$ cat src/hw/rtl/pm25c_pkg.sv
// Types, constants and lookup tables for the PM2.5 humidity correction pipeline.
package pm25c_pkg;

    localparam longint QONE = longint'(1) << 20;

    // Q.20 coefficients
    localparam logic [19:0] K_SLOPE_LOW  = 20'd549454;
    localparam logic [19:0] K_SLOPE_MID  = 20'd824181;
    localparam logic [19:0] K_SLOPE_HIGH = 20'd723517;
    localparam logic [16:0] K_HUMID      = 17'd90387;
    localparam logic [22:0] K_OFS_LOW    = 23'd6029312;
    localparam logic [22:0] K_OFS_HIGH   = 23'd3110076;
    localparam logic [9:0]  K_QUAD       = 10'd927;

    // Segment breakpoints
    localparam logic [9:0] BRK_A = 10'd30;
    localparam logic [9:0] BRK_B = 10'd50;
    localparam logic [9:0] BRK_C = 10'd210;
    localparam logic [9:0] BRK_D = 10'd260;

    localparam int SPAN_B   = 20;
    localparam int SPAN_D   = 50;
    localparam int IDX_B_W  = $clog2(SPAN_B);
    localparam int IDX_D_W  = $clog2(SPAN_D);

    localparam logic signed [11:0] OUT_MIN = -12'sd4;
    localparam logic signed [11:0] OUT_MAX = 12'sd2047;

    typedef enum logic [2:0] {
        SEG_LOW,
        SEG_RAMP,
        SEG_MID,
        SEG_BEND,
        SEG_HIGH
    } seg_t;

    typedef logic [SPAN_B-1:0][19:0] slope_b_arr_t;
    typedef logic [SPAN_D-1:0][19:0] q20_d_arr_t;
    typedef logic [SPAN_D-1:0][20:0] q21_d_arr_t;
    typedef logic [SPAN_D-1:0][22:0] cst_d_arr_t;

    function automatic slope_b_arr_t build_slope_b();
        slope_b_arr_t tab;
        longint t;
        for (int i = 0; i < SPAN_B; i++) begin
            t = (longint'(i) * QONE) / SPAN_B;
            tab[i] = 20'((longint'(K_SLOPE_MID) * t) / QONE
                        + (longint'(K_SLOPE_LOW) * (QONE - t)) / QONE);
        end
        return tab;
    endfunction

    function automatic q20_d_arr_t build_t_d();
        q20_d_arr_t tab;
        for (int i = 0; i < SPAN_D; i++) begin
            tab[i] = 20'((longint'(i) * QONE) / SPAN_D);
        end
        return tab;
    endfunction

    function automatic q21_d_arr_t build_u_d();
        q21_d_arr_t tab;
        for (int i = 0; i < SPAN_D; i++) begin
            tab[i] = 21'(QONE - (longint'(i) * QONE) / SPAN_D);
        end
        return tab;
    endfunction

    function automatic q20_d_arr_t build_slope_d();
        q20_d_arr_t tab;
        longint t;
        for (int i = 0; i < SPAN_D; i++) begin
            t = (longint'(i) * QONE) / SPAN_D;
            tab[i] = 20'((longint'(K_SLOPE_HIGH) * t) / QONE
                        + (longint'(K_SLOPE_MID) * (QONE - t)) / QONE);
        end
        return tab;
    endfunction

    function automatic cst_d_arr_t build_cst_d();
        cst_d_arr_t tab;
        longint t;
        for (int i = 0; i < SPAN_D; i++) begin
            t = (longint'(i) * QONE) / SPAN_D;
            tab[i] = 23'((longint'(K_OFS_HIGH) * t) / QONE
                        + (longint'(K_OFS_LOW) * (QONE - t)) / QONE);
        end
        return tab;
    endfunction

    localparam slope_b_arr_t SLOPE_B = build_slope_b();
    localparam q20_d_arr_t   T_D     = build_t_d();
    localparam q21_d_arr_t   U_D     = build_u_d();
    localparam q20_d_arr_t   SLOPE_D = build_slope_d();
    localparam cst_d_arr_t   CST_D   = build_cst_d();

    // Stage 1: decoded segment, lookups, square and humidity term
    typedef struct packed {
        seg_t        seg;
        logic [9:0]  x;
        logic [19:0] xx;
        logic [23:0] humid;
        logic [19:0] slope;
        logic [19:0] t;
        logic [20:0] u;
        logic [22:0] cst;
    } s1_t;

    // Stage 2: products
    typedef struct packed {
        seg_t        seg;
        logic [19:0] t;
        logic [22:0] cst;
        logic [29:0] quad;
        logic [29:0] slope_x;
        logic [23:0] hterm;
    } s2_t;

    // Stage 3: linear part and quadratic term
    typedef struct packed {
        logic signed [31:0] base;
        logic [29:0]        qterm;
    } s3_t;

endpackage

$ cat src/hw/rtl/pm25_humidity_correction.sv
// Top level of the PM2.5 humidity correction pipeline.
//
//   channel   direction   handshake             payload
//   input     in          in_valid / in_ready   pm_reading[9:0], humidity[6:0]
//   output    out         out_valid / out_ready corrected_pm[11:0] signed
//
// One word accepted per cycle unless the output stalls; out_valid rises once the word has passed every stage.
// Stages: decode and lookup, products, blend, final sum, truncate and saturate.
// Every stage holds its own valid bit, so bubbles are squeezed out under a stall.
// A stall at the output backs up stage by stage; no word is lost or repeated.
// rst_n clears all valid bits asynchronously; payload registers are not reset.
module pm25_humidity_correction (
    input  logic               clk,
    input  logic               rst_n,
    input  logic               in_valid,
    output logic               in_ready,
    input  logic [9:0]         pm_reading,
    input  logic [6:0]         humidity,
    output logic               out_valid,
    input  logic               out_ready,
    output logic signed [11:0] corrected_pm
);
    import pm25c_pkg::*;

    logic v1, r1, v2, r2, v3, r3;
    s1_t  w1;
    s2_t  w2;
    s3_t  w3;

    pm25c_front u_front (
        .clk        (clk),
        .rst_n      (rst_n),
        .in_valid   (in_valid),
        .in_ready   (in_ready),
        .pm_reading (pm_reading),
        .humidity   (humidity),
        .out_valid  (v1),
        .out_ready  (r1),
        .out_word   (w1)
    );

    pm25c_mult u_mult (
        .clk       (clk),
        .rst_n     (rst_n),
        .in_valid  (v1),
        .in_ready  (r1),
        .in_word   (w1),
        .out_valid (v2),
        .out_ready (r2),
        .out_word  (w2)
    );

    pm25c_blend u_blend (
        .clk       (clk),
        .rst_n     (rst_n),
        .in_valid  (v2),
        .in_ready  (r2),
        .in_word   (w2),
        .out_valid (v3),
        .out_ready (r3),
        .out_word  (w3)
    );

    pm25c_final u_final (
        .clk          (clk),
        .rst_n        (rst_n),
        .in_valid     (v3),
        .in_ready     (r3),
        .in_word      (w3),
        .out_valid    (out_valid),
        .out_ready    (out_ready),
        .corrected_pm (corrected_pm)
    );

endmodule

$ cat src/hw/rtl/pm25c_front.sv
// Stage 1: segment decode, table lookup, square and humidity products.
module pm25c_front (
    input  logic             clk,
    input  logic             rst_n,
    input  logic             in_valid,
    output logic             in_ready,
    input  logic [9:0]       pm_reading,
    input  logic [6:0]       humidity,
    output logic             out_valid,
    input  logic             out_ready,
    output pm25c_pkg::s1_t   out_word
);
    import pm25c_pkg::*;

    logic                valid_reg;
    s1_t                 word_reg;
    s1_t                 word_next;
    logic [9:0]          diff_b;
    logic [9:0]          diff_d;
    logic [IDX_B_W-1:0]  idx_b;
    logic [IDX_D_W-1:0]  idx_d;

    assign in_ready  = !valid_reg || out_ready;
    assign out_valid = valid_reg;
    assign out_word  = word_reg;

    assign diff_b = pm_reading - BRK_A;
    assign diff_d = pm_reading - BRK_C;

    always_comb
    begin
        word_next       = '0;
        word_next.x     = pm_reading;
        word_next.xx    = 20'(pm_reading) * 20'(pm_reading);
        word_next.humid = 24'(K_HUMID) * 24'(humidity);
        if (pm_reading < BRK_A)
            word_next.seg = SEG_LOW;
        else if (pm_reading < BRK_B)
            word_next.seg = SEG_RAMP;
        else if (pm_reading < BRK_C)
            word_next.seg = SEG_MID;
        else if (pm_reading < BRK_D)
            word_next.seg = SEG_BEND;
        else
            word_next.seg = SEG_HIGH;

        // keep the table index in range outside its segment
        idx_b = (word_next.seg == SEG_RAMP) ? diff_b[IDX_B_W-1:0] : '0;
        idx_d = (word_next.seg == SEG_BEND) ? diff_d[IDX_D_W-1:0] : '0;

        unique case (word_next.seg)
            SEG_LOW:
            begin
                word_next.slope = K_SLOPE_LOW;
                word_next.cst   = K_OFS_LOW;
            end
            SEG_RAMP:
            begin
                word_next.slope = SLOPE_B[idx_b];
                word_next.cst   = K_OFS_LOW;
            end
            SEG_MID:
            begin
                word_next.slope = K_SLOPE_MID;
                word_next.cst   = K_OFS_LOW;
            end
            SEG_BEND:
            begin
                word_next.slope = SLOPE_D[idx_d];
                word_next.t     = T_D[idx_d];
                word_next.u     = U_D[idx_d];
                word_next.cst   = CST_D[idx_d];
            end
            default:
            begin
                word_next.slope = K_SLOPE_HIGH;
                word_next.cst   = K_OFS_HIGH;
            end
        endcase
    end

    always_ff @(posedge clk or negedge rst_n)
    begin
        if (!rst_n)
            valid_reg <= 1'b0;
        else if (in_ready)
            valid_reg <= in_valid;
    end

    always_ff @(posedge clk)
    begin
        if (in_ready && in_valid)
            word_reg <= word_next;
    end

endmodule

$ cat src/hw/rtl/pm25c_mult.sv
// Stage 2: slope times reading, quadratic coefficient, and a full, blended or zero humidity term.
module pm25c_mult (
    input  logic             clk,
    input  logic             rst_n,
    input  logic             in_valid,
    output logic             in_ready,
    input  pm25c_pkg::s1_t   in_word,
    output logic             out_valid,
    input  logic             out_ready,
    output pm25c_pkg::s2_t   out_word
);
    import pm25c_pkg::*;

    logic        valid_reg;
    s2_t         word_reg;
    s2_t         word_next;
    logic [44:0] humid_u;

    assign in_ready  = !valid_reg || out_ready;
    assign out_valid = valid_reg;
    assign out_word  = word_reg;

    assign humid_u = 45'(in_word.humid) * 45'(in_word.u);

    always_comb
    begin
        word_next.seg     = in_word.seg;
        word_next.t       = in_word.t;
        word_next.cst     = in_word.cst;
        word_next.quad    = 30'(in_word.xx) * 30'(K_QUAD);
        word_next.slope_x = 30'(in_word.slope) * 30'(in_word.x);
        case (in_word.seg)
            SEG_BEND: word_next.hterm = humid_u[43:20];
            SEG_HIGH: word_next.hterm = '0;
            default:  word_next.hterm = in_word.humid;
        endcase
    end

    always_ff @(posedge clk or negedge rst_n)
    begin
        if (!rst_n)
            valid_reg <= 1'b0;
        else if (in_ready)
            valid_reg <= in_valid;
    end

    always_ff @(posedge clk)
    begin
        if (in_ready && in_valid)
            word_reg <= word_next;
    end

endmodule

$ cat src/hw/rtl/pm25c_blend.sv
// Stage 3: linear sum and the blended, full or zero quadratic term.
module pm25c_blend (
    input  logic             clk,
    input  logic             rst_n,
    input  logic             in_valid,
    output logic             in_ready,
    input  pm25c_pkg::s2_t   in_word,
    output logic             out_valid,
    input  logic             out_ready,
    output pm25c_pkg::s3_t   out_word
);
    import pm25c_pkg::*;

    logic        valid_reg;
    s3_t         word_reg;
    s3_t         word_next;
    logic [49:0] quad_t;

    assign in_ready  = !valid_reg || out_ready;
    assign out_valid = valid_reg;
    assign out_word  = word_reg;

    assign quad_t = 50'(in_word.quad) * 50'(in_word.t);

    always_comb
    begin
        word_next.base = $signed({2'b00, in_word.slope_x})
                       - $signed({8'b0, in_word.hterm})
                       + $signed({9'b0, in_word.cst});
        case (in_word.seg)
            SEG_BEND: word_next.qterm = quad_t[49:20];
            SEG_HIGH: word_next.qterm = in_word.quad;
            default:  word_next.qterm = '0;
        endcase
    end

    always_ff @(posedge clk or negedge rst_n)
    begin
        if (!rst_n)
            valid_reg <= 1'b0;
        else if (in_ready)
            valid_reg <= in_valid;
    end

    always_ff @(posedge clk)
    begin
        if (in_ready && in_valid)
            word_reg <= word_next;
    end

endmodule

$ cat src/hw/rtl/pm25c_final.sv
// Stages 4 and 5: final sum, truncation toward zero, saturation, output register.
module pm25c_final (
    input  logic               clk,
    input  logic               rst_n,
    input  logic               in_valid,
    output logic               in_ready,
    input  pm25c_pkg::s3_t     in_word,
    output logic               out_valid,
    input  logic               out_ready,
    output logic signed [11:0] corrected_pm
);
    import pm25c_pkg::*;

    logic                sum_valid_reg;
    logic signed [32:0]  total_reg;
    logic signed [32:0]  total_next;
    logic                sum_ready;
    logic                out_valid_reg;
    logic signed [11:0]  out_reg;
    logic signed [11:0]  out_next;
    logic signed [33:0]  biased;
    logic signed [13:0]  whole;

    assign sum_ready = !out_valid_reg || out_ready;
    assign in_ready  = !sum_valid_reg || sum_ready;
    assign out_valid = out_valid_reg;
    assign corrected_pm = out_reg;

    assign total_next = 33'(in_word.base) + $signed({3'b000, in_word.qterm});

    always_comb
    begin
        // bias negative values so the arithmetic shift truncates toward zero
        biased = 34'(total_reg) + (total_reg[32] ? 34'(QONE - 1) : 34'sd0);
        whole  = biased[33:20];
        if (whole < 14'(OUT_MIN))
            out_next = OUT_MIN;
        else if (whole > 14'(OUT_MAX))
            out_next = OUT_MAX;
        else
            out_next = whole[11:0];
    end

    always_ff @(posedge clk or negedge rst_n)
    begin
        if (!rst_n)
        begin
            sum_valid_reg <= 1'b0;
            out_valid_reg <= 1'b0;
        end
        else
        begin
            if (in_ready)
                sum_valid_reg <= in_valid;
            if (sum_ready)
                out_valid_reg <= sum_valid_reg;
        end
    end

    always_ff @(posedge clk)
    begin
        if (in_ready && in_valid)
            total_reg <= total_next;
        if (sum_ready && sum_valid_reg)
            out_reg <= out_next;
    end

endmodule

$ cat config.mk
export PLATFORM = sky130hd
export DESIGN_NAME = pm25_humidity_correction
export DESIGN_NICKNAME = d
export VERILOG_FILES = /design/src/hw/rtl/pm25c_pkg.sv /design/src/hw/rtl/pm25_humidity_correction.sv /design/src/hw/rtl/pm25c_front.sv /design/src/hw/rtl/pm25c_mult.sv /design/src/hw/rtl/pm25c_blend.sv /design/src/hw/rtl/pm25c_final.sv
export SDC_FILE = /design/constraint.sdc
export NUM_CORES = 2
export LEC_CHECK = 0
export ABC_AREA = 1
export BUFFER_PORTS_ARGS = -buffer_cell sky130_fd_sc_hd__buf_4
export CAP_MARGIN = 20
export CORE_MARGIN = 3
export CORE_UTILIZATION = 43
export DETAILED_ROUTE_END_ITERATION = 12
export HOLD_SLACK_MARGIN = 0.03
export PLACE_DENSITY_LB_ADDON = 0.05
export SLEW_MARGIN = 0
export SYNTH_ARGS = -nofsm -noshare
export SYNTH_HDL_FRONTEND = slang
export SYNTH_SLANG_ARGS = --single-unit
$ cat constraint.sdc
create_clock -name clk -period 13.62 [get_ports clk]
set_clock_uncertainty 0.05 [all_clocks]
set_input_delay 0.681 -clock clk [delete_from_list [all_inputs] [get_ports clk]]
set_output_delay 0.681 -clock clk [all_outputs]
set_load 0.01 [all_outputs]
==> flow_summary.ini <==
[detailed_routing]
vias = 58470
viasPerCell = 5.099
wl_per_cell_um = 20.08
first_pass_iters = 6
first_iter_violations = 4055
drcViolationCount = 0
postRouteAntennaNets = 0
wirelength_mm = 230.3

[global_routing]
grtUsageTotal = 0.2697
grt_antenna_before_repair = 6
grt_max_degree = 63
grt_pass1_vias = 62090
grt_pass1_wl_mm = 364.2
gr-total-overflow = 0

[synth]
synth_cell_types = 61
synth_top_area_cell = fa_1
synthTopCellsByCount = 2,552 x nand2_1, 2,336 x inv_1, 1,193 x fa_1
yosysTopAreaCellShare = 0.3255
synth_area_leaders = fa_1 33%, edfxtp_1 15%, nand2_1 13%, inv_1 12%, ha_1 12%
async_reset_ff_frac = 0.01370
synth_seq_cells = 365
synth_warnings = 0
synthFlopType = edfxtp_1
syn_avg_cell_area_um2 = 7.868
syn_area_um2 = 73370
yosysMostFrequentCell = nand2_1
synth-seq-area-share = 0.1490
synth_edf_count = 360
syn_inst = 9325

[setup_path]
worst-path-buf-inv = 6
path_delay_family = adder cells
crit_path_top_delay_cell = edfxtp_1
cp_data_arrival_time_ns = 7.65
startpoint_type = register
crit_type = reg2reg
cp.required_ns = 13.95
slowest_delay_ns = 0.98
endpoint_kind = register
crit_fanout = 21

[floorplan]
die_area_um2 = 175600
io_pins = 35
start_util = 0.4358
die_x_um = 419.1
coreArea_um2 = 168300
row_count = 150
die_h_um = 419.1

[sta]
worst_slew_pin_slew_ns = 1.140
tns_ns = 0
maxSlewHeadroom = 0.2207
min_period_ns = 7.318
hold_ws_ns = 0.2122
setup_viol = 0
post-route-period-util = 0.5373
hold_violations = 0
maxSlewViolCount = 0
clock.fmax_mhz = 136.7
rsz0062_at_grt = no
fin_ws_ns = 6.302

[layout]
nets = 11130
largest_register_ffs = 129
drive_above_1_share = 0.02969
num_antenna_cells = 0
fin_util = 0.4609
area_growth_pct = 5.761

[flow_run]
drv_cap = 0

[placed_design]
place_ws_ns = 6.440
place_congestion = 0.9308
place_hpwl_mm = 183.3
port_buffers = 34

[clocking]
cts-root-buf = clkbuf_16
cts_tree = done
cts_sinks = 365
cts_max_path_buffers = 3
clk_latency_ns = 0.65
clk_pin_slew_ns = 0.06
post_cts_resized = 0
cts.htree.levels = 2
numCtsBuffers = 49

[hold_path]
min-delay-path-class = in2reg

[run_status]
status = complete, no violations
through the flow:
step,cell area [um^2],std cells
final,77600,11470
after global routing,77600,11470
after detailed placement,76030,11380
after global placement,76030,11380
after floorplan,73370,9326
after CTS,77600,11470
cell usage in the layout (no fill, tap or decap), drive strengths merged, types with 29 or more instances in the layout:
| cell type | count |
|---|---|
| o21bai | 29 |
| nand4 | 42 |
| nand3 | 267 |
| inv | 2356 |
| nor3 | 60 |
| ha | 688 |
| o21ai | 252 |
| a21oi | 332 |
| xor2 | 126 |
| a21o | 46 |
| nor2 | 470 |
| nand2 | 2562 |
| xnor2 | 66 |
| buf | 142 |
| edfxtp | 360 |
| a31oi | 38 |
| fa | 1193 |
| clkbuf | 56 |
path summary, 6_finish.rpt:
path | endpoint | cells after the start | slack, ns | from
hold reg to reg | u_mult.out_word[102]$_DFFE_PP_ | 0 | 0.37 | u_front.out_word[18]$_DFFE_PP_
min in group asynchronous | u_blend.out_valid$_DFFE_PN0P_ | 2 | 0.34 | rst_n
hold / removal | u_front.out_valid$_DFFE_PN0N_ | 3 | 0.21 | in_valid
setup / recovery | u_mult.out_word[22]$_DFFE_PP_ | 26 | 6.30 | u_front.out_word[99]$_DFFE_PP_
setup reg to reg | u_mult.out_word[22]$_DFFE_PP_ | 26 | 6.30 | u_front.out_word[99]$_DFFE_PP_
max in group asynchronous | u_final.sum_valid_reg$_DFFE_PN0P_ | 2 | 13.07 | rst_n
layer usage:
| metal | global-route usage | part of all wire |
|---|---|---|
| met1 | 0.3712 | 0.45 |
| met2 | 0.4615 | 0.48 |
| met3 | 0.02361 | 0.049 |
| met4 | 0.06191 | 0.024 |
| met5 | 0 | 0.000091 |
final cells by class:
type	count	area (um^2)
tap	2204	2758
clock inverter	34	307.8
sequential	365	10940
timing repair buffer	143	1076
fill	17140	90750
multi-input combinational	6314	52440
clock buffer	56	1252
inverter	2351	8828
worst min-delay path, cell delays in order:
cell and delay, ns:
buf_4 0.08, inv_1 0.06, nand2_1 0.06
cell families (layout without fill, tap and decap cells):
family,after synthesis,count (layout),share of synthesized area
xor gates and xnor gates,192,192,0.02318
buffers and inverters,2647,2584,0.1366
other,2,3,0.0001024
and+or+nand+nor,3447,3447,0.1875
AOI/OAI and AO/OA,791,791,0.06076
DFF,365,365,0.1490
adders and majority gates,1881,1881,0.4428
repair_timing:
item	CTS	global route
buffers inserted	0	0
hold endpoints to repair	5	0
hold buffers	1	0
Power is not shown: default switching activity piles up to over one toggle a cycle in this logic, so the estimate is an artifact.
